**config.mk**
```make
export PLATFORM = sky130hd
export DESIGN_NAME = command_packet_framer_fletcher16_unit
export DESIGN_NICKNAME = d
export VERILOG_FILES = /design/src/rtl/core/cpf_pkg.sv /design/src/rtl/core/cpf_front.sv /design/src/rtl/core/cpf_queue.sv /design/src/rtl/core/cpf_back.sv /design/src/rtl/core/command_packet_framer_fletcher16_unit.sv
export SDC_FILE = /design/constraint.sdc
export NUM_CORES = 1
export LEC_CHECK = 0
export BUFFER_PORTS_ARGS = -buffer_cell sky130_fd_sc_hd__buf_2
export CORE_MARGIN = 2
export CORE_UTILIZATION = 67
export DETAILED_ROUTE_END_ITERATION = 10
export HOLD_SLACK_MARGIN = 0.02
export PLACE_DENSITY = 0.91
export SLEW_MARGIN = 20
export SYNTH_ARGS = -nofsm -noshare
export SYNTH_HDL_FRONTEND = slang
export SYNTH_SLANG_ARGS = --single-unit
```
**constraint.sdc**
```tcl
create_clock -name clk -period 11.5 [get_ports clk]
set_input_delay 1.15 -clock clk [delete_from_list [all_inputs] [get_ports clk]]
set_output_delay 1.15 -clock clk [all_outputs]
set_load 0.02 [all_outputs]
```
**src/rtl/core/cpf_pkg.sv**
```systemverilog
// Types, codes and helper functions shared by the command packet framer.
package cpf_pkg;

  localparam int S_TDATA_W = 56;
  localparam int QDEPTH = 2;
  localparam int JOB_BYTES = 6;

  localparam logic FUNC_START = 1'b0;
  localparam logic FUNC_DATA = 1'b1;

  localparam logic [7:0] HDR_BASE = 8'h40;
  localparam logic [7:0] HDR_USER = 8'h10;
  localparam logic [7:0] ADDR_MUTE = 8'h40;
  localparam logic [7:0] ADDR_PROTO = 8'h80;
  localparam logic [7:0] SUM_INIT = 8'hFF;
  localparam logic [9:0] MOD_VAL = 10'd255;

  typedef enum logic [1:0] {
    ST_OK    = 2'd0,
    ST_BCAST = 2'd1,
    ST_STRAY = 2'd2,
    ST_OPEN  = 2'd3
  } cpf_status_t;

  typedef struct packed {
    logic        func;
    logic [10:0] payload_length;
    logic [7:0]  token;
    logic [4:0]  device_address;
    logic        mute_response;
    logic        user_command;
    logic [15:0] protocol_id;
    logic [7:0]  data_byte;
  } cpf_item_t;

  typedef struct packed {
    logic [JOB_BYTES-1:0][7:0] bytes;
    logic [2:0]                count;
    logic                      summed;
    logic                      checks;
    cpf_status_t               status;
  } cpf_job_t;

  function automatic logic [7:0] mod255(input logic [9:0] v);
    logic [9:0] r;
    if (v >= (MOD_VAL << 1)) begin
      r = v - (MOD_VAL << 1);
    end else if (v >= MOD_VAL) begin
      r = v - MOD_VAL;
    end else begin
      r = v;
    end
    return r[7:0];
  endfunction

endpackage

```
**src/rtl/core/cpf_front.sv**
```systemverilog
// Front end: accepts requests, tracks packet, chunk and group state, and builds jobs.
module cpf_front #(
  parameter int CHUNK_BYTES = 128
) (
  input  logic               clk,
  input  logic               rst,
  input  logic               item_valid,
  output logic               item_ready,
  input  cpf_pkg::cpf_item_t item,
  input  logic               queue_full,
  output logic               job_push,
  output cpf_pkg::cpf_job_t  job
);

  localparam int CW = $clog2(CHUNK_BYTES + 1);

  logic           packet_open, packet_open_next;
  logic [10:0]    bytes_left, bytes_left_next;
  logic [CW-1:0]  chunk_fill, chunk_fill_next;
  logic [1:0]     group_fill, group_fill_next;
  logic [7:0]     group_store [4];
  logic [7:0]     group_store_next [4];
  logic           job_valid;
  logic           accept;
  logic [2:0]     gf_new;
  logic [CW-1:0]  cf_new;
  logic [10:0]    bl_new;
  logic           chunk_end;

  assign item_ready = !queue_full;
  assign accept = item_valid && item_ready;
  assign job_push = accept && job_valid;

  always_comb begin
    packet_open_next = packet_open;
    bytes_left_next = bytes_left;
    chunk_fill_next = chunk_fill;
    group_fill_next = group_fill;
    group_store_next = group_store;
    job = '0;
    job.status = cpf_pkg::ST_OK;
    job_valid = 1'b0;
    gf_new = {1'b0, group_fill} + 3'd1;
    cf_new = chunk_fill + CW'(1);
    bl_new = bytes_left - 11'd1;
    chunk_end = (cf_new >= CW'(CHUNK_BYTES)) || (bl_new == 11'd0);
    case (item.func)
      cpf_pkg::FUNC_START: begin
        job_valid = 1'b1;
        if (packet_open) begin
          job.count = 3'd1;
          job.status = cpf_pkg::ST_OPEN;
        end else if (item.device_address == 5'd0 && !item.mute_response) begin
          job.count = 3'd1;
          job.status = cpf_pkg::ST_BCAST;
        end else begin
          job.bytes[0] = cpf_pkg::HDR_BASE | {5'd0, item.payload_length[10:8]} |
                         (item.user_command ? cpf_pkg::HDR_USER : 8'd0);
          job.bytes[1] = item.payload_length[7:0];
          job.bytes[2] = item.token;
          job.bytes[3] = {3'd0, item.device_address} |
                         (item.mute_response ? cpf_pkg::ADDR_MUTE : 8'd0) |
                         ((item.protocol_id != 16'd0) ? cpf_pkg::ADDR_PROTO : 8'd0);
          job.bytes[4] = item.protocol_id[15:8];
          job.bytes[5] = item.protocol_id[7:0];
          job.count = (item.protocol_id != 16'd0) ? 3'd6 : 3'd4;
          job.summed = 1'b1;
          job.checks = 1'b1;
          bytes_left_next = item.payload_length;
          packet_open_next = (item.payload_length != 11'd0);
          chunk_fill_next = '0;
          group_fill_next = 2'd0;
        end
      end
      default: begin
        if (!packet_open) begin
          job_valid = 1'b1;
          job.count = 3'd1;
          job.status = cpf_pkg::ST_STRAY;
        end else begin
          group_store_next[group_fill] = item.data_byte;
          bytes_left_next = bl_new;
          if (gf_new == 3'd4 || chunk_end) begin
            job_valid = 1'b1;
            for (int k = 0; k < 4; k++) begin
              job.bytes[k] = group_store_next[2'(gf_new - 3'd1 - 3'(k))];
            end
            job.count = gf_new;
            job.summed = 1'b1;
            job.checks = chunk_end;
            group_fill_next = 2'd0;
          end else begin
            group_fill_next = gf_new[1:0];
          end
          chunk_fill_next = chunk_end ? '0 : cf_new;
          if (bl_new == 11'd0) begin
            packet_open_next = 1'b0;
          end
        end
      end
    endcase
  end

  always_ff @(posedge clk) begin
    if (rst) begin
      packet_open <= 1'b0;
      bytes_left <= '0;
      chunk_fill <= '0;
      group_fill <= '0;
      for (int k = 0; k < 4; k++) begin
        group_store[k] <= '0;
      end
    end else if (accept) begin
      packet_open <= packet_open_next;
      bytes_left <= bytes_left_next;
      chunk_fill <= chunk_fill_next;
      group_fill <= group_fill_next;
      group_store <= group_store_next;
    end
  end

endmodule

```
**src/rtl/core/cpf_queue.sv**
```systemverilog
// Short job queue that decouples the front end from the byte emitter.
module cpf_queue (
  input  logic              clk,
  input  logic              rst,
  input  logic              push,
  input  cpf_pkg::cpf_job_t push_job,
  input  logic              pop,
  output cpf_pkg::cpf_job_t head_job,
  output logic              empty,
  output logic              full
);

  localparam int PW = (cpf_pkg::QDEPTH > 1) ? $clog2(cpf_pkg::QDEPTH) : 1;
  localparam int CNTW = $clog2(cpf_pkg::QDEPTH + 1);

  cpf_pkg::cpf_job_t entries [cpf_pkg::QDEPTH];
  logic [PW-1:0]   wr_ptr;
  logic [PW-1:0]   rd_ptr;
  logic [CNTW-1:0] count;

  assign empty = (count == '0);
  assign full = (count == CNTW'(cpf_pkg::QDEPTH));
  assign head_job = entries[rd_ptr];

  always_ff @(posedge clk) begin
    if (rst) begin
      wr_ptr <= '0;
      rd_ptr <= '0;
      count <= '0;
    end else begin
      if (push) begin
        entries[wr_ptr] <= push_job;
        wr_ptr <= (wr_ptr == PW'(cpf_pkg::QDEPTH - 1)) ? '0 : wr_ptr + PW'(1);
      end
      if (pop) begin
        rd_ptr <= (rd_ptr == PW'(cpf_pkg::QDEPTH - 1)) ? '0 : rd_ptr + PW'(1);
      end
      if (push && !pop) begin
        count <= count + CNTW'(1);
      end else if (pop && !push) begin
        count <= count - CNTW'(1);
      end
    end
  end

endmodule

```
**src/rtl/core/cpf_back.sv**
```systemverilog
// Back end: emits job bytes one per cycle unless stalled, with running Fletcher-16 sums and check bytes.
module cpf_back (
  input  logic              clk,
  input  logic              rst,
  input  logic              job_valid,
  input  cpf_pkg::cpf_job_t job,
  output logic              job_pop,
  output logic              out_valid,
  input  logic              out_ready,
  output logic [7:0]        out_byte,
  output logic              out_last,
  output logic [1:0]        out_status
);

  typedef enum logic [1:0] {
    PH_BYTES,
    PH_CHK0,
    PH_CHK1
  } phase_t;

  phase_t     phase;
  logic [2:0] idx;
  logic [7:0] sum_low;
  logic [7:0] sum_high;
  logic [7:0] c0;
  logic       advance;
  logic       step;
  logic       at_end;
  logic [7:0] cur_byte;
  logic [7:0] sl_add;
  logic [7:0] sh_add;
  logic [7:0] c0_calc;
  logic [7:0] c1_calc;

  assign advance = !out_valid || out_ready;
  assign step = advance && job_valid;
  assign at_end = (idx == job.count - 3'd1);
  assign cur_byte = job.bytes[idx];
  assign sl_add = cpf_pkg::mod255({2'b00, sum_low} + {2'b00, cur_byte});
  assign sh_add = cpf_pkg::mod255({2'b00, sum_high} + {2'b00, sl_add});
  assign c0_calc = cpf_pkg::SUM_INIT - cpf_pkg::mod255({2'b00, sum_low} + {2'b00, sum_high});
  assign c1_calc = cpf_pkg::SUM_INIT - cpf_pkg::mod255({2'b00, sum_low} + {2'b00, c0});

  always_comb begin
    job_pop = 1'b0;
    if (step) begin
      case (phase)
        PH_BYTES: job_pop = at_end && !job.checks;
        PH_CHK1:  job_pop = 1'b1;
        default:  job_pop = 1'b0;
      endcase
    end
  end

  always_ff @(posedge clk) begin
    if (rst) begin
      phase <= PH_BYTES;
      idx <= '0;
      sum_low <= cpf_pkg::SUM_INIT;
      sum_high <= cpf_pkg::SUM_INIT;
      out_valid <= 1'b0;
    end else if (advance) begin
      out_valid <= job_valid;
      if (job_valid) begin
        case (phase)
          PH_BYTES: begin
            out_byte <= cur_byte;
            out_status <= 2'(job.status);
            out_last <= at_end && !job.checks;
            if (job.summed) begin
              sum_low <= sl_add;
              sum_high <= sh_add;
            end
            if (at_end) begin
              idx <= '0;
              if (job.checks) begin
                phase <= PH_CHK0;
              end
            end else begin
              idx <= idx + 3'd1;
            end
          end
          PH_CHK0: begin
            out_byte <= c0_calc;
            out_status <= 2'(cpf_pkg::ST_OK);
            out_last <= 1'b0;
            c0 <= c0_calc;
            phase <= PH_CHK1;
          end
          default: begin
            out_byte <= c1_calc;
            out_status <= 2'(cpf_pkg::ST_OK);
            out_last <= 1'b1;
            sum_low <= cpf_pkg::SUM_INIT;
            sum_high <= cpf_pkg::SUM_INIT;
            phase <= PH_BYTES;
          end
        endcase
      end
    end
  end

endmodule

```
**src/rtl/core/command_packet_framer_fletcher16_unit.sv**
```systemverilog
// Top level of the command packet framer with Fletcher-16 check bytes.
// A request on the input stream is taken whenever the two-entry job queue has room, and the
// front end classifies it at once; the back end then sends one framed byte per cycle while
// the output is taken. A start request yields 6 or 8 bytes (header plus two check bytes),
// a payload request that completes a group of four, a chunk of CHUNK_BYTES or the packet
// yields that group's bytes, plus 2 check bytes at the end of each chunk or packet, a
// payload request that leaves a group incomplete yields none, and an error yields one byte
// with tlast set and the status on tuser. The sustained rate is set by the back end's single
// output byte per cycle.
module command_packet_framer_fletcher16_unit #(
  parameter int CHUNK_BYTES = 128
) (
  input  logic                          clk,
  input  logic                          rst,
  input  logic                          s_axis_tvalid,
  output logic                          s_axis_tready,
  // payload_length, token, device_address, mute_response, user_command, protocol_id,
  // data_byte, zero fill
  input  logic [cpf_pkg::S_TDATA_W-1:0] s_axis_tdata,
  // func
  input  logic                          s_axis_tuser,
  output logic                          m_axis_tvalid,
  input  logic                          m_axis_tready,
  // out_byte
  output logic [7:0]                    m_axis_tdata,
  output logic                          m_axis_tlast,
  // status
  output logic [1:0]                    m_axis_tuser
);

  cpf_pkg::cpf_item_t item;
  cpf_pkg::cpf_job_t  push_job;
  cpf_pkg::cpf_job_t  head_job;
  logic               job_push;
  logic               job_pop;
  logic               q_empty;
  logic               q_full;

  assign item.func = s_axis_tuser;
  assign item.payload_length = s_axis_tdata[10:0];
  assign item.token = s_axis_tdata[18:11];
  assign item.device_address = s_axis_tdata[23:19];
  assign item.mute_response = s_axis_tdata[24];
  assign item.user_command = s_axis_tdata[25];
  assign item.protocol_id = s_axis_tdata[41:26];
  assign item.data_byte = s_axis_tdata[49:42];

  cpf_front #(
    .CHUNK_BYTES(CHUNK_BYTES)
  ) u_front (
    .clk        (clk),
    .rst        (rst),
    .item_valid (s_axis_tvalid),
    .item_ready (s_axis_tready),
    .item       (item),
    .queue_full (q_full),
    .job_push   (job_push),
    .job        (push_job)
  );

  cpf_queue u_queue (
    .clk      (clk),
    .rst      (rst),
    .push     (job_push),
    .push_job (push_job),
    .pop      (job_pop),
    .head_job (head_job),
    .empty    (q_empty),
    .full     (q_full)
  );

  cpf_back u_back (
    .clk        (clk),
    .rst        (rst),
    .job_valid  (!q_empty),
    .job        (head_job),
    .job_pop    (job_pop),
    .out_valid  (m_axis_tvalid),
    .out_ready  (m_axis_tready),
    .out_byte   (m_axis_tdata),
    .out_last   (m_axis_tlast),
    .out_status (m_axis_tuser)
  );

endmodule

```
==> results of run 1 <==
sequential cells by signal (all words and copies together) (netlist names), 2 cells and up, named ones only:
name	cells
u_front.chunk_fill	8
u_back.c0	8
u_back.out_status	2
u_back.sum_low	8
u_back.sum_high	8
u_back.idx	3
u_back.out_byte	8
u_back.phase	2
u_front.bytes_left	11
u_front.group_fill	2
u_queue.entries	110
u_front.group_store	32
u_queue.count	2
worst register-to-register path, delay by kind of cell (launching register included):
family	cells	cell delay, ns
AO/OA/AOI/OAI	9	2.19
XOR/XNOR	4	0.86
adder cells (fa/ha/maj)	4	1.36
buffers and inverters	2	0.57
flip-flops	1	0.32
multiplexers	2	0.79
AND/OR/NAND/NOR	3	0.91
worst max path at each step:
stage / end / slack, ns
finish: u_back.sum_high[6] / 4.39
global route: u_back.sum_high[5] / 3.84
CTS: u_back.sum_high[6] / 4.48
detailed placement: u_back.sum_high[6] / 4.61
global placement: u_back.sum_high[6] / 4.70
floorplan: u_queue.entries[1][0] / 4.74
logic make-up (layout without fill, tap and decap cells):
group	after synthesis	in the layout
AO/OA/AOI/OAI	315	315
XOR/XNOR	45	45
flip-flops	210	210
buffers and inverters	121	161
AND/OR/NAND/NOR	408	408
adder cells (fa/ha/maj)	61	61
multiplexers	115	115
per-stage QoR:
stage / setup slack (ns) / cell area [um^2]
global placement: 4.70 / 13500
CTS: 4.48 / 14200
detailed placement: 4.61 / 13500
finish: 4.39 / 14200
floorplan: 4.74 / 13000
global route: 3.84 / 14200
Yosys cell counts (4+ instances only):
master      n  area share, %
inv_1      39            1.1
mux4_2     44            7.6
buf_2       6           0.23
fa_1        4           0.61
a31oi_1    12           0.58
and2_1     10           0.48
o211ai_1   11           0.63
o211a_1     5           0.38
mux2_2      6           0.52
nor2_1     87            2.5
a211oi_1   15           0.86
o22a_1      9           0.61
dfxtp_1    81             12
and3_1     29            1.4
buf_1       6           0.17
o22ai_1    17           0.82
nor3b_1     9           0.52
ha_1       57            5.5
nand3b_1    7           0.40
a211o_1     7           0.47
or3_1       8           0.38
a21oi_1    99            3.8
nor3_1     19           0.73
clkbuf_1   58            1.7
nand2b_1   15           0.72
xnor2_1    21            1.4
nor4_1     15           0.72
a21o_1     15           0.86
a22oi_1     6           0.35
mux2i_1    65            5.0
o21ai_0    61            2.3
xor2_1     20            1.3
nand4_1     9           0.43
clkbuf_2    6           0.23
o21a_1      7           0.40
nor2b_1     9           0.43
nand3_1    52            2.0
edfxtp_1  129             30
nand2_1   114            3.3
layout make-up:
cell class	instances	area [um^2]	area share, %
Timing Repair Buffer	78	418	2.94
Sequential cell	210	5500	38.7
Clock inverter	10	95.1	0.670
Multi-Input combinational cell	944	7070	49.8
Tap cell	260	325	2.29
Inverter	43	161	1.14
Clock buffer	30	631	4.44
cell usage in the layout (no fill, tap or decap), types with 52 or more instances in the layout:
cell and instances:
a21oi_1 99, buf_2 67, dfxtp_1 80, edfxtp_1 129, ha_1 57, mux2i_1 65
nand2_1 114, nand3_1 52, nor2_1 86, o21ai_0 61
metal layers:
layer  global-route usage [%]  wire length, um  part of all wire [%]  vias to the layer above
met1                     43.2            12600                    39                     5032
met3                     4.83             3260                    10                      105
met5                        0                0                     0                        -
li1                         -                -                     -                     4852
met4                     11.5             1180                   3.6                        0
met2                     52.5            15600                    48                      693
==> reports/qor.csv, run 1 <==
metric;value;unit
outcome;complete, no violations;
syn-instance-count;1275;
reg2reg_slack;4.39;ns
r2r_end;u_back.sum_high[6];
max_freq;141;MHz
ys_ff_latch;210;
post_cts_buffers;0;
critical_path_class;flip-flop to flip-flop;
vias_per_cell;6.78;
start_util;68.9;%
place_hpwl;22700;um
dieArea;20600;um^2
gp_congestion;0.964;
synth_top_family_by_area;compound AO/OA/AOI/OAI gates;
post_drt_wl_per_cell;20.7;um
n_antenna_cell;0;
antenna_found_initial;1;
start_kind;flip-flop;
whs;0.453;ns
path_max_fanout;31;
syn_area_per_cell;10.2;um^2
drive_above_1_share;15.2;%
syn_to_final_growth;8.99;%
grt_max_degree;73;
portBuffers;67;
fillers;1210;
rsz0062_at_grt;false;
ys_types;89;
slew_violations;0;
post-route-min-period;7.11;ns
skew;0.0237;ns
clkSlewWorstSetupHoldPaths;0.06;ns
cts_hold_buf;0;
synthMuxAreaShare;13.1;%
worst_pin_slew;1.06;ns
synth_edf_count;129;
synth_compound_area_share;15.8;%
cts-root-buf;clkbuf_16;
critical_path.top_delay_family;compound AO/OA/AOI/OAI gates;
cp.arrival;7.50;ns
h-tree-depth;1;
hold_class;flip-flop to flip-flop;
grt_pass1_wl;51900;um
setup_tns;0;ns
cts_buffers;22;
setup.worst_path.end_class;flip-flop;
ctsResizeCount;0;
critPathSlowestCell;o31ai_1;
path_common_cell;xnor2_1;
path_depth;24;
slew_headroom;29.0;%
synth_xor_area_share;3.26;%
async_reset_ff_share;0;%
vias;10700;
synth-simple-area-share;15.8;%
min_to;u_front.group_store[27];
crit_chain;buf_4 -> mux4_2 -> mux2i_1 -> o22ai_1 -> ha_1 -> fa_1 -> a21o_1 -> a21oi_1 -> xnor2_1 -> and4_1 -> a31oi_1 -> a41oi_1 -> xnor2_1 -> ha_1 -> inv_1 -> fa_1 -> nand2b_1 -> a21oi_2 -> xor2_2 -> nand4b_1 -> o31ai_1 -> a31oi_1 -> xnor2_1 -> a21oi_1;
num_rows;50;
drtIter0Drc;1489;
fp.dieW;143;um
setup_violations;0;
grt_pass1_vias;10200;
crit_required;11.89;ns
crit_buf_inv;2;
core_area;18900;um^2
first_pass_iters;6;
hold_viol;0;
nets;1421;
ant_nets;0;
hp-start;u_front.group_store[27];
syn-num-nets;1397;
cts_sinks;210;
final_util;75.1;%
die_y;143;um
clock_latency;0.52;ns
hold_depth;2;
synth_flop_cell;edfxtp_1;
grtUsageTotal;31.9;%
drc;0;
yosys_warnings;0;
final_cells;1575;
cp_slowest_stage_delay;0.63;ns
synth-adder-area-share;6.09;%
syn-cell-area;13000;um^2
drt-total-wl;32700;um
final.period_utilization;61.8;%
ioPinCount;74;
max-cap-violations;0;
ys_seq_area_share;42.2;%
r2r_cells;24;
cts_tree;done;
clockBufferDepth;3;
placed_cells;1535;
gr-total-overflow;0;
Power of run 1 is not shown: default switching activity piles up to over one toggle a cycle in this logic, so the estimate is an artifact.
==> run 2, diff against run 1 <==
--- a/config.mk
+++ b/config.mk
@@ -7,10 +7,10 @@
 export LEC_CHECK = 0
 export BUFFER_PORTS_ARGS = -buffer_cell sky130_fd_sc_hd__buf_2
 export CORE_MARGIN = 2
-export CORE_UTILIZATION = 67
+export CORE_UTILIZATION = 62
 export DETAILED_ROUTE_END_ITERATION = 10
 export HOLD_SLACK_MARGIN = 0.02
-export PLACE_DENSITY = 0.91
+export PLACE_DENSITY = 0.86
 export SLEW_MARGIN = 20
 export SYNTH_ARGS = -nofsm -noshare
 export SYNTH_HDL_FRONTEND = slang
==> constraint.sdc (replaced) <==
create_clock -name clk -period 7.08 [get_ports clk]
set_input_delay 0.708 -clock clk [delete_from_list [all_inputs] [get_ports clk]]
set_output_delay 0.708 -clock clk [all_outputs]
set_load 0.02 [all_outputs]
==> run 2 against run 1 <==
Against the previous run: via count fell by 1.9%; global-route usage fell by 3.9 points; maximum frequency rose by 7.3%; setup slack got worse by 3.9 ns; core utilization fell by 6.7 points; critical path depth fell by 1; design area rose by 0.37%; clock-buffer cell count fell by 6; routed wire length fell by 3.0%; first-iteration DRC count fell by 28%; register-to-register slack got worse by 3.9 ns; clock skew fell by 0.0029 ns; critical path type unchanged.
==> reports/qor.csv, run 2 (synthesis results as in run 1) <==
metric;value;unit
multi_input_area;7090;um^2
core_area;20800;um^2
final_common_cell;edfxtp_1;
die_y;149;um
final_cell_mix;129 x edfxtp_1, 114 x nand2_1, 99 x a21oi_1, 86 x nor2_1, 80 x dfxtp_1;
slew_violations;0;
gp_congestion;0.950;
ctsResizeCount;0;
cts-root-buf;clkbuf_16;
setup.worst_path.end_class;flip-flop;
wl_met3;2910;um
drtIter0Drc;1070;
outcome;complete, no violations;
drt-total-wl;31700;um
portBuffers;67;
clkSlewWorstSetupHoldPaths;0.06;ns
skew;0.0208;ns
vias;10500;
path_max_fanout;27;
final.period_utilization;93.5;%
num_rows;53;
drive_above_1_share;15.4;%
cts_tree;done;
largest_reg_flops;110;
grt_pass1_wl;49200;um
ant_nets;0;
cts_sinks;210;
highest_layer;met4;
first_pass_iters;6;
ioPinCount;74;
drc;0;
post-route-min-period;6.62;ns
antenna_found_initial;0;
max-cap-violations;0;
dieArea;22200;um^2
grtUsageTotal;28.0;%
fillers;1465;
rsz0062_at_grt;false;
h-tree-depth;1;
post_cts_buffers;0;
syn_to_final_growth;9.40;%
crit_required;7.53;ns
reg.largest.list;u_queue.entries: 110 flops, u_front.group_store: 32 flops, u_front.bytes_left: 11 flops;
hold_viol;0;
seq_area;5500;um^2
fp.dieW;149;um
critical_path_class;flip-flop to flip-flop;
max_freq;151;MHz
setup_violations;0;
wl_met1;12700;um
setup_tns;0;ns
start_util;62.5;%
place_hpwl;22200;um
clockBufferDepth;3;
n_antenna_cell;0;
gr-total-overflow;0;
grt_pass1_vias;9587;
met2WireLength;14800;um
cp.arrival;7.07;ns
clock_latency;0.52;ns
nets;1423;
cts_hold_buf;0;
top_register;u_queue.entries;
post_drt_wl_per_cell;19.9;um
grt_max_degree;73;
worst_pin_slew;1.06;ns
vias_per_cell;6.58;
cts_buffers;22;
slew_headroom;29.1;%
start_kind;flip-flop;
hold_class;flip-flop to flip-flop;
[run 2: path summary, 6_finish.rpt]
| check | start | slack, ns | cells past startpoint | end |
|---|---|---|---|---|
| hold reg to reg | u_front.group_store[20] | 0.45 | 2 | u_front.group_store[20] |
| setup reg to reg | flip-flop | 0.46 | 23 | u_back.sum_high[7] |
| setup / recovery | flip-flop | 0.46 | 23 | u_back.sum_high[7] |
| hold / removal | u_front.group_store[20] | 0.45 | 2 | u_front.group_store[20] |
[run 2: cell type report]
type | instances | area share [%]
Multi-Input combinational cell | 944 | 49.8
Timing Repair Buffer | 80 | 3.13
Clock buffer | 24 | 3.92
Tap cell | 275 | 2.42
Clock inverter | 16 | 1.04
Sequential cell | 210 | 38.6
Inverter | 43 | 1.13
[run 2: metal layers]
layer | vias up | global-route usage (%)
met5 | - | 0
met3 | 94 | 4.34
li1 | 4863 | -
met2 | 547 | 44.9
met1 | 4978 | 38.8
met4 | 0 | 10.2
[run 2: stage by stage]
step | hold slack, ns | utilization, % | std cells | area (um^2) | setup WS (ns)
6_report | 0.453 | 68.4 | 1592 | 14200 | 0.458
5_1_grt | 0.471 | 68.4 | 1592 | 14200 | 0.0224
4_1_cts | 0.454 | 68.2 | 1592 | 14200 | 0.388
3_5_place_dp | 0.446 | 64.9 | 1552 | 13500 | 0.444
3_3_place_gp | 0.439 | 64.9 | 1552 | 13500 | 0.680
2_1_floorplan | 0.432 | - | 1275 | 13000 | 0.323
[run 2: critical path, cell delays in order, from the launching register on]
cell	delay [ns]
dfxtp_2	0.46
buf_12	0.27
mux4_2	0.54
inv_1	0.07
o22ai_1	0.11
ha_1	0.27
fa_1	0.45
a21o_1	0.20
nand4_1	0.13
a21oi_1	0.15
or2_2	0.40
a31oi_1	0.31
o21ai_0	0.14
o21ai_0	0.41
inv_1	0.13
ha_1	0.33
a21o_1	0.16
a21oi_1	0.09
xnor2_1	0.46
nand4b_1	0.35
o31a_1	0.40
nor4_1	0.35
mux2i_1	0.24
o22a_1	0.13
Power of run 2 is left out for the same reason.
==> run 3, diff against run 2 <==
--- a/config.mk
+++ b/config.mk
@@ -5,10 +5,10 @@
 export SDC_FILE = /design/constraint.sdc
 export NUM_CORES = 1
 export LEC_CHECK = 0
-export BUFFER_PORTS_ARGS = -buffer_cell sky130_fd_sc_hd__buf_2
 export CORE_MARGIN = 2
-export CORE_UTILIZATION = 62
+export CORE_UTILIZATION = 65
 export DETAILED_ROUTE_END_ITERATION = 10
+export DONT_BUFFER_PORTS = 1
 export HOLD_SLACK_MARGIN = 0.02
 export PLACE_DENSITY = 0.86
 export SLEW_MARGIN = 20
==> run 3 against run 2 <==
Against the previous run: global-route usage up 2.0 points; sequential share of layout area up 0.75 points; design area down 1.9%; maximum frequency down 1.3%; critical path type unchanged; critical endpoint is now u_back.sum_high[5].
==> reports/qor.csv, run 3 (synthesis results as in run 1) <==
metric;value;unit
r2r_cells;24;
antenna_found_initial;0;
clockBufferDepth;3;
reg2reg_slack;0.37;ns
crit_required;7.50;ns
start_util;66.5;%
vias;10400;
final.period_utilization;94.8;%
ioPinCount;74;
largest_reg_flops;110;
fillers;1319;
wl_met1;12900;um
met2WireLength;15100;um
crit_path_end;u_back.sum_high[5];
cp.arrival;7.13;ns
num_rows;51;
gr-total-overflow;0;
nets;1359;
max-cap-violations;0;
h-tree-depth;1;
gp_congestion;0.926;
crit_chain;buf_4 -> mux4_2 -> inv_1 -> o22ai_1 -> ha_1 -> fa_1 -> a21o_1 -> nand4_1 -> a21oi_1 -> or2_2 -> a31oi_1 -> a41oi_1 -> xnor2_1 -> ha_1 -> inv_1 -> fa_1 -> nand2b_1 -> a21oi_2 -> xor2_2 -> nand4b_1 -> o31a_1 -> nor4_1 -> nor3_1 -> a311oi_1;
cp_slowest_stage_delay;0.61;ns
post_cts_buffers;0;
portBuffers;0;
cts_sinks;210;
critical_path_class;flip-flop to flip-flop;
setup_violations;0;
hold_class;input pin to flip-flop;
vias_per_cell;6.86;
crit_start;u_back.idx[0];
n_antenna_cell;0;
r2r_end;u_back.sum_high[5];
cts_buffers;23;
grt_pass1_wl;51400;um
slew_violations;0;
reg.largest.list;u_queue.entries: 110 flops, u_front.group_store: 32 flops, u_front.bytes_left: 11 flops;
outcome;complete, no violations;
final_cell_mix;129 x edfxtp_1, 114 x nand2_1, 99 x a21oi_1, 86 x nor2_1, 80 x dfxtp_1;
drc;0;
clkSlewWorstSetupHoldPaths;0.06;ns
setup_tns;0;ns
wl_met3;3270;um
syn_to_final_growth;7.36;%
drive_above_1_share;10.8;%
grt_max_degree;73;
post_drt_wl_per_cell;21.3;um
dieArea;21200;um^2
slew_headroom;25.1;%
start_kind;flip-flop;
skew;0.0110;ns
rsz0062_at_grt;false;
highest_layer;met4;
grt_pass1_vias;9746;
cts-root-buf;clkbuf_16;
critPathSlowestCell;dfxtp_1;
worst_pin_slew;1.11;ns
grtUsageTotal;30.0;%
top_register;u_queue.entries;
post-route-min-period;6.71;ns
die_y;146;um
rr_startpoint;u_back.idx[0];
ant_nets;0;
path_max_fanout;13;
first_pass_iters;6;
drt-total-wl;32300;um
fp.dieW;146;um
hold_viol;0;
clock_latency;0.52;ns
max_freq;149;MHz
drtIter0Drc;1258;
place_hpwl;22000;um
setup.worst_path.end_class;flip-flop;
cts_tree;done;
final_common_cell;edfxtp_1;
core_area;19600;um^2
## run 3: cell count changes in the layout (fill, tap and decap cells not counted), sizes merged
| cell | delta |
|---|---|
| clkinvlp | -1 |
| clkinv | -10 |
| clkbuf | +9 |
| buf | -65 |
| bufinv | +2 |
| inv | +2 |
## run 3: layout make-up
class / instances / area, um^2 / area share (%)
clock buffer: 33 / 613 / 4.39
clock inverter: 9 / 165 / 1.18
inverter: 43 / 161 / 1.15
multi-input combinational: 944 / 7090 / 50.7
sequential: 210 / 5500 / 39.3
tap: 265 / 332 / 2.37
timing repair buffer: 15 / 116 / 0.832
## run 3: what timing repair did
item | 4_1_cts | 5_1_grt
setup endpoints to repair | 0 | 5
hold buffers | 0 | 0
gates resized for setup | 0 | 8
## run 3: worst min-delay path by stage
stage / to / slack (ns) / cells past startpoint / start
after floorplan: u_front.group_store[21] / 0.43 / 2 / u_front.group_store[21]
after global placement: u_front.group_store[21] / 0.43 / 2 / u_front.group_store[21]
after detailed placement: u_front.group_store[21] / 0.44 / 2 / u_front.group_store[21]
after CTS: u_front.chunk_fill[1] / 0.25 / 1 / rst
after global routing: u_front.bytes_left[9] / 0.25 / 1 / rst
final: u_front.bytes_left[9] / 0.25 / 1 / rst
## run 3: layer usage
metal	up-vias	track usage, %
met5	-	0
met4	0	8.97
met3	91	5.02
met2	627	48.5
met1	4973	42.0
li1	4727	-
## run 3: metrics by stage
| step | utilization (%) | instance area (um^2) | worst slack (ns) | hold WS [ns] | instances |
|---|---|---|---|---|---|
| 2_1_floorplan | - | 13000 | 0.323 | 0.432 | 1275 |
| 3_3_place_gp | 67.2 | 13200 | 0.660 | 0.431 | 1477 |
| 3_5_place_dp | 67.2 | 13200 | 0.541 | 0.436 | 1477 |
| 4_1_cts | 71.2 | 13900 | 0.318 | 0.250 | 1519 |
| 5_1_grt | 71.4 | 14000 | 0.0614 | 0.247 | 1519 |
| 6_report | 71.4 | 14000 | 0.370 | 0.253 | 1519 |
## run 3: worst max-delay path: cells and delay by family, from the launching register on
kind | cells | cell delay [ns]
compound gates | 8 | 1.78
mux | 1 | 0.34
xor+xnor | 2 | 0.51
flops | 1 | 0.61
simple gates | 6 | 1.50
fa+ha+maj | 4 | 1.39
buf+inv | 3 | 0.46
Power of run 3 is left out for the same reason.
